File: config.mk
export PLATFORM = sky130hd
export DESIGN_NAME = hta_search
export DESIGN_NICKNAME = d
export VERILOG_FILES = /design/src/hta_pkg.sv /design/src/hta_search.sv
export SDC_FILE = /design/constraint.sdc
export NUM_CORES = 1
export LEC_CHECK = 0
export ABC_AREA = 0
export BUFFER_PORTS_ARGS = -buffer_cell sky130_fd_sc_hd__buf_4
export CAP_MARGIN = 5
export CORE_MARGIN = 2
export CORE_UTILIZATION = 41
export CTS_BUF_LIST = sky130_fd_sc_hd__clkbuf_16
export CTS_CLUSTER_DIAMETER = 200
export CTS_CLUSTER_SIZE = 20
export DETAILED_ROUTE_END_ITERATION = 8
export GPL_TIMING_DRIVEN = 0
export HOLD_SLACK_MARGIN = 0.02
export PLACE_DENSITY = 0.66
export SLEW_MARGIN = 20
export SYNTH_ARGS = -nofsm -noshare
export SYNTH_HDL_FRONTEND = slang
export SYNTH_SLANG_ARGS = --single-unit
File: constraint.sdc
create_clock -name clk -period 3.35 [get_ports clk]
set_input_delay 0.335 -clock clk [delete_from_list [all_inputs] [get_ports clk]]
set_output_delay 0.335 -clock clk [all_outputs]
set_load 0.005 [all_outputs]
File: src/hta_pkg.sv
// Shared types and constants for the handle table allocator.
// Holds field widths, action, status and state codes, and the search candidate struct.
// Depends on nothing; every other source file imports it.
package hta_pkg;

  // Field widths of the request and result items
  localparam int ACT_W      = 3;
  localparam int KEY_W      = 64;
  localparam int KIND_W     = 2;
  localparam int SLOT_NUM_W = 10;
  localparam int STATUS_W   = 2;
  localparam int RID_W      = 6;
  localparam int KCNT_W     = 7;
  localparam int STAMP_W    = 32;

  // Stream word sizes (padded to whole bytes)
  localparam int IN_TDATA_W  = 80;
  localparam int IN_TUSER_W  = 8;
  localparam int OUT_TDATA_W = 16;

  // Table defaults and kind bookkeeping
  localparam int DEF_TABLE_SLOTS = 64;
  localparam int NUM_KINDS       = 3;
  localparam int KCNT_MAX        = 127;

  typedef enum logic [ACT_W-1:0] {
    ACT_INSERT = 3'd0,
    ACT_REMOVE = 3'd1,
    ACT_FIND   = 3'd2,
    ACT_GET    = 3'd3,
    ACT_CHANGE = 3'd4
  } action_t;

  typedef enum logic [STATUS_W-1:0] {
    STS_OK   = 2'd0,
    STS_MISS = 2'd1,
    STS_BAD  = 2'd2
  } status_t;

  typedef enum logic [2:0] {
    S_IDLE,
    S_SCAN,
    S_ACCESS,
    S_SEARCH,
    S_PUSH
  } state_t;

  // One entry presented to the best-match tracker per cycle
  typedef struct packed {
    logic               clear;
    logic               en;
    logic               hit;
    logic [STAMP_W-1:0] age;
  } hta_cand_t;

endpackage

File: src/hta_search.sv
// Best-match tracker for the find scan of the handle table allocator.
// Keeps the youngest matching slot seen so far; ties keep the lower id.
// Depends on hta_pkg.
module hta_search
  import hta_pkg::*;
#(
  parameter int IDX_W = 6
) (
  input  logic             clk,
  input  logic             rst_n,
  input  hta_cand_t        cand,
  input  logic [IDX_W-1:0] cand_id,
  output logic             found_nxt,
  output logic [IDX_W-1:0] best_id_nxt
);

  logic               found_r;
  logic [STAMP_W-1:0] best_age_r;
  logic [STAMP_W-1:0] best_age_nxt;
  logic [IDX_W-1:0]   best_id_r;
  logic               base_found;
  logic               take;

  // Replace the held best only by a strictly younger match
  always_comb begin
    base_found   = cand.clear ? 1'b0 : found_r;
    take         = cand.en && cand.hit && (!base_found || (cand.age < best_age_r));
    found_nxt    = base_found || take;
    best_id_nxt  = take ? cand_id : best_id_r;
    best_age_nxt = take ? cand.age : best_age_r;
  end

  // Hold the found flag
  always_ff @(posedge clk) begin
    if (!rst_n) begin
      found_r <= 1'b0;
    end else if (cand.clear || cand.en) begin
      found_r <= found_nxt;
    end
  end

  // Hold the best age and id
  always_ff @(posedge clk) begin
    if (cand.en) begin
      best_age_r <= best_age_nxt;
      best_id_r  <= best_id_nxt;
    end
  end

endmodule

======== Yosys cells after proc, flatten, opt, wreduce, memory -nomap -nowiden ========
Index checks and enable logic that the tools add are counted.
cells by class
  $lt $le $gt $ge ......................... 1
  mux-type cells .......................... 2
  reductions and logical operators ........ 7
operator list
  cell                         count
  less-than comparator 32 bit  1
  two-way mux 6 bit            1
  logical OR 1 bit             3
  logical AND 1 bit            2
  AND reduction 2 bit          1
  zero test 1 bit              1
  two-way mux 1 bit            1
storage, ports and cells
  flip-flop bits (word level) ............. 39
  input bits .............................. 43
  output and inout bits ................... 7
  word-level logic and storage cells ...... 13

======== Logic depth before layout (Yosys ltp) ========
  depth in word-level cells ............... 5
  mapped depth ............................ 9
  gate-level depth less buffers ........... 8

======== Least setup slack after synthesis ========
No wires, ideal clock.
  path type ............................... input to register
  from .................................... input port cand[30] (netlist name)
  to ...................................... register best_age_r[0] (enable)
  data arrival time ....................... 3.182 ns
  required time ........................... 2.918 ns
  setup slack ............................. -0.264 ns
  stages .................................. 7
  path buffers ............................ 0
  path through ............................ ha_1 a21oi_1 nand2_1 a221o_1 nor2_1 o21ai_1 a21oi_1
between the ends
  word-level cells in the longest chain between the ends .. 4
ends and longest elaborated chain
  what                           line              RTL
  start, declared                hta_search.sv:11  input hta_cand_t cand,
  less-than comparator 32 bit    hta_search.sv:27  take = cand.en && cand.hit && (!base_found || (cand.age < best_age_r));
  logical OR 1 bit               hta_search.sv:27
  logical AND 1 bit              hta_search.sv:27
  AND reduction 2 bit (no line)  --
  end signal, assigned           hta_search.sv:45  best_age_r <= best_age_nxt;
  end, declared                  hta_search.sv:18  logic [STAMP_W-1:0] best_age_r;
No other way between the ends.
A chain may end at the register's enable or synchronous reset.

======== Worst setup path after layout ========
  from .................................... register best_age_r[7]
  to ...................................... output port best_id_nxt[5]
between the ends
  word-level cells in the longest chain between the ends .. 4
ends and longest elaborated chain
  what                         line              RTL
  less-than comparator 32 bit  hta_search.sv:27
  logical OR 1 bit             hta_search.sv:27
  logical AND 1 bit            hta_search.sv:27
  two-way mux 6 bit            hta_search.sv:29  best_id_nxt = take ? cand_id : best_id_r;
  end, declared                hta_search.sv:14  output logic [IDX_W-1:0] best_id_nxt
No other way between the ends.

==> summary.txt <==
STATUS
--------------------------------------------------------------------------------------
Result of the run                                                            completed

TIMING
--------------------------------------------------------------------------------------
Final worst path period need                                                   2938 ps
Number of max-slew violations in the final report                                    0
Unrepaired setup endpoints after global routing                                     no
Final setup skew                                                              7.338 ps
Final setup violation count                                                          0
Hold violation count in the final report                                             0
Max Clk Rate                                                                0.3403 GHz
Measured slew at the worst slew-check pin                                     852.3 ps
Fin Setup TNS                                                                     0 ps
Final clock period utilization by the worst path                                87.71%
Minimum setup slack in the final design                                       411.6 ps
Relative slew margins                                                           42.69%

CLOCK NETWORK
--------------------------------------------------------------------------------------
Number of buffers added by the clock tree synthesis step                             5
Deepest clock path buffer count                                                      2
CTS Hold Buffers Added                                                               0
Gates resized, CTS repair                                                            0
TritonCTS clock tree                                                              done
Depth of the CTS H-tree                                                              2
# clock sinks                                                                       39
Latest clock arrival within the worst-skew pair                                 280 ps
Cell chosen for the clock root                                            sky130_fd_sc_hd__clkbuf_16
Post-CTS repair timing setup buffer count                                            0
Clock slew at the register clock pins of the worst setup and hold paths          60 ps

ROUTING
--------------------------------------------------------------------------------------
Starting DRC count in detailed routing                                              94
Vias after detailed routing                                                      1,621
TritonRoute pass-1 iters                                                             4
Average wire per standard cell                                                13.10 um
Number of routed nets with antenna violations                                        0
Number of vias per cell                                                          5.066
Total Wirelength                                                              4.191 mm
DRC violation count after routing                                                    0

WORST SETUP PATH
--------------------------------------------------------------------------------------
Nature of the critical path endpoint                                      primary output
Worst reg2reg path startpoint                                             best_age_r[30]$_DFFE_PP_
Kind of launch point of the worst setup path                                      flop
Worst EP arrival                                                               2600 ps
End of the critical path                                                  best_id_nxt[5]
Category of the most critical setup path                                  flop to primary output
Worst setup slack for register-to-register paths                                440 ps
Worst path required time                                                       3010 ps
Critical path peak fanout                                                            6
End of the worst register-to-register path                                best_age_r[31]$_DFFE_PP_
FF-to-FF path depth                                                                  9
Critical path startpoint                                                  best_age_r[7]$_DFFE_PP_

FINAL LAYOUT
--------------------------------------------------------------------------------------
Synth-to-layout area growth                                                     29.55%
Share of layout cells above drive strength 1                                    24.40%
Antenna fix cells                                                                    0
# nets final                                                                       323
Filler instances                                                                   471

WORST HOLD PATH
--------------------------------------------------------------------------------------
Startpoint of the worst hold path                                              cand[0]
Worst hold-check path type                                                primary input to flop

SYNTH
--------------------------------------------------------------------------------------
Most numerous cell types in the synthesized netlist                       38 x sky130_fd_sc_hd__edfxtp_1, 32 x sky130_fd_sc_hd__inv_1, 31 x sky130_fd_sc_hd__ha_1
Post-synth ARST share                                                               0%
Cell type with the highest aggregate area in the netlist                  sky130_fd_sc_hd__edfxtp_1
Summed instance area of the synthesized netlist                           0.002227 mm2
Synth Area per Inst                                                          11.60 um2
Most instantiated library cell after synthesis                            sky130_fd_sc_hd__edfxtp_1
Number of distinct standard cells referenced by the synthesized netlist             29
Number of enable flip-flop cells after synthesis                                    38
Portion of the post-synthesis area used by sequential elements                  52.13%
Main flop type after synthesis                                            sky130_fd_sc_hd__edfxtp_1
Register bit count reported by yosys                                                39
Top area cells in the synthesized netlist                                 sky130_fd_sc_hd__edfxtp_1 51%, sky130_fd_sc_hd__ha_1 17%, sky130_fd_sc_hd__inv_1 5.4%, sky130_fd_sc_hd__a21oi_1 3.1%, sky130_fd_sc_hd__nand3_1 3.1%
Number of nets produced by synthesis                                               266
Synth top area share                                                            51.24%
Yosys synthesis warning count                                                        0
Cell count after synthesis                                                         192

JOB
--------------------------------------------------------------------------------------
Max-capacitance violation count                                                      0

PWR
--------------------------------------------------------------------------------------
Power density normalized to cell area                                     449.0 mW/mm2
Maximum ir drop on the vdd rail                                              0.2324 mV
Leakage                                                                       1.291 nW

FLOORPLAN
--------------------------------------------------------------------------------------
Top-level port count                                                                50
Die height                                                                    77.70 um
Die Area                                                                  0.006037 mm2
Horizontal die dimension                                                      77.70 um
Row count                                                                           26
Starting density of the core                                                    43.06%
Area of the core                                                          0.005172 mm2

GLOBAL ROUTE
--------------------------------------------------------------------------------------
Pin count of the biggest net entering global routing                                18
Number of global-route vias before repair                                        1,640
Wire length of the first global-routing pass                                  7.500 mm
Overall Global Routing Usage                                                    15.74%
Overflow after GRT                                                                   0
Initial antenna violation count                                                      0

PLACE
--------------------------------------------------------------------------------------
Buffers added on ports                                                              49
Hpwl dp                                                                       3.208 mm
Pre-CTS setup slack                                                           323.2 ps
Routability-driven placement congestion ratio                                   0.7701

==> registers in the layout, summed over array words and instances, names as in the netlist <==
signal / cells
best_id_r: 6
best_age_r: 32
found_r: 1
==> kinds of logic after synthesis <==
logic type	Yosys count	synth area share [%]
fa+ha+maj	31	17.42
compound gates	40	12.70
simple gates	47	11.18
buf+inv	35	6.573
flops	39	52.13
==> area by class of cell <==
| type | count | area [um2] | area share (%) |
|---|---|---|---|
| Clock inverter | 3 | 38.79 | 1.344 |
| Inverter | 32 | 120.1 | 4.163 |
| Sequential cell | 39 | 1161 | 40.24 |
| Tap cell | 70 | 87.58 | 3.036 |
| Timing Repair Buffer | 50 | 395.4 | 13.70 |
| Multi-Input combinational cell | 118 | 930.9 | 32.26 |
| Clock buffer | 5 | 125.1 | 4.337 |
| Buffer | 3 | 26.28 | 0.9107 |
==> placed cells by master (no fill, tap or decap) <==
cell                        count
sky130_fd_sc_hd__a21oi_4        1
sky130_fd_sc_hd__a221o_1        1
sky130_fd_sc_hd__nand2b_1       2
sky130_fd_sc_hd__o22ai_1        1
sky130_fd_sc_hd__edfxtp_1      38
sky130_fd_sc_hd__dfxtp_1        1
sky130_fd_sc_hd__clkinv_1       1
sky130_fd_sc_hd__ha_1          31
sky130_fd_sc_hd__o2111ai_1      6
sky130_fd_sc_hd__o21ai_0        3
sky130_fd_sc_hd__a222oi_1       6
sky130_fd_sc_hd__o311a_1        1
sky130_fd_sc_hd__buf_6          2
sky130_fd_sc_hd__nand4_1        6
sky130_fd_sc_hd__a21o_1         1
sky130_fd_sc_hd__nor2_1         5
sky130_fd_sc_hd__nand3_1       14
sky130_fd_sc_hd__o31ai_1        1
sky130_fd_sc_hd__a211o_1        1
sky130_fd_sc_hd__buf_16         1
sky130_fd_sc_hd__o31a_1         1
sky130_fd_sc_hd__or2_1          2
sky130_fd_sc_hd__nor2b_1        1
sky130_fd_sc_hd__a31oi_1        1
sky130_fd_sc_hd__or4_4          1
sky130_fd_sc_hd__inv_1         32
sky130_fd_sc_hd__o21a_1         2
sky130_fd_sc_hd__clkinv_2       1
sky130_fd_sc_hd__nand2_1        8
sky130_fd_sc_hd__clkbuf_16      5
sky130_fd_sc_hd__and2_1         8
sky130_fd_sc_hd__o21ai_1        1
sky130_fd_sc_hd__buf_4         49
sky130_fd_sc_hd__bufinv_16      1
sky130_fd_sc_hd__buf_1          1
sky130_fd_sc_hd__a21oi_1       13
==> per-layer routing <==
metal	vias to the layer above	routed length, um	global-route usage, %
li1	837	-	-
met1	734	1955	21.24
met2	43	1908	23.88
met3	7	240	3.953
met4	0	86	6.964
met5	-	0	0
==> worst max-delay path, cell delays in order, from the launching register on <==
cell and delay (ps):
sky130_fd_sc_hd__edfxtp_1 320, sky130_fd_sc_hd__inv_1 40, sky130_fd_sc_hd__ha_1 300, sky130_fd_sc_hd__nand4_1 100
sky130_fd_sc_hd__o311a_1 390, sky130_fd_sc_hd__o31ai_1 730, sky130_fd_sc_hd__nand3_1 150, sky130_fd_sc_hd__nand3_1 160
sky130_fd_sc_hd__buf_4 120
==> how the worst min path moves through the flow <==
| stage | cells after the start | end | slack (ps) |
|---|---|---|---|
| finish | 1 | best_age_r[0]$_DFFE_PP_ | 230 |
| global route | 1 | best_age_r[0]$_DFFE_PP_ | 230 |
| CTS | 1 | best_age_r[0]$_DFFE_PP_ | 230 |
| detailed placement | 1 | best_age_r[0]$_DFFE_PP_ | 520 |
| global placement | 1 | best_age_r[0]$_DFFE_PP_ | 520 |
| floorplan | 0 | best_age_r[0]$_DFFE_PP_ | 430 |
==> stage by stage <==
stage | power [mW] | area (um2) | std cells | util [%] | hold WS (ps)
after floorplan | 0.6814 | 2231 | 192 | - | 433.9
after detailed placement | 0.7749 | 2721 | 312 | 52.61 | 524.6
after global routing | 1.361 | 2885 | 320 | 55.78 | 227.2
after CTS | 1.313 | 2885 | 320 | 55.78 | 227.2
after global placement | 0.7657 | 2686 | 311 | 51.94 | 522.4
final | 1.296 | 2885 | 320 | 55.78 | 234.5
==> power breakdown <==
group          switching (mW)  internal (mW)  leakage [nW]
Combinational          0.0933         0.0967         0.843
Clock                   0.185          0.347        0.0812
Sequential            0.00691          0.566         0.367
Total                   0.286           1.01          1.29
Note: power is estimated with default switching activity, not from simulation.
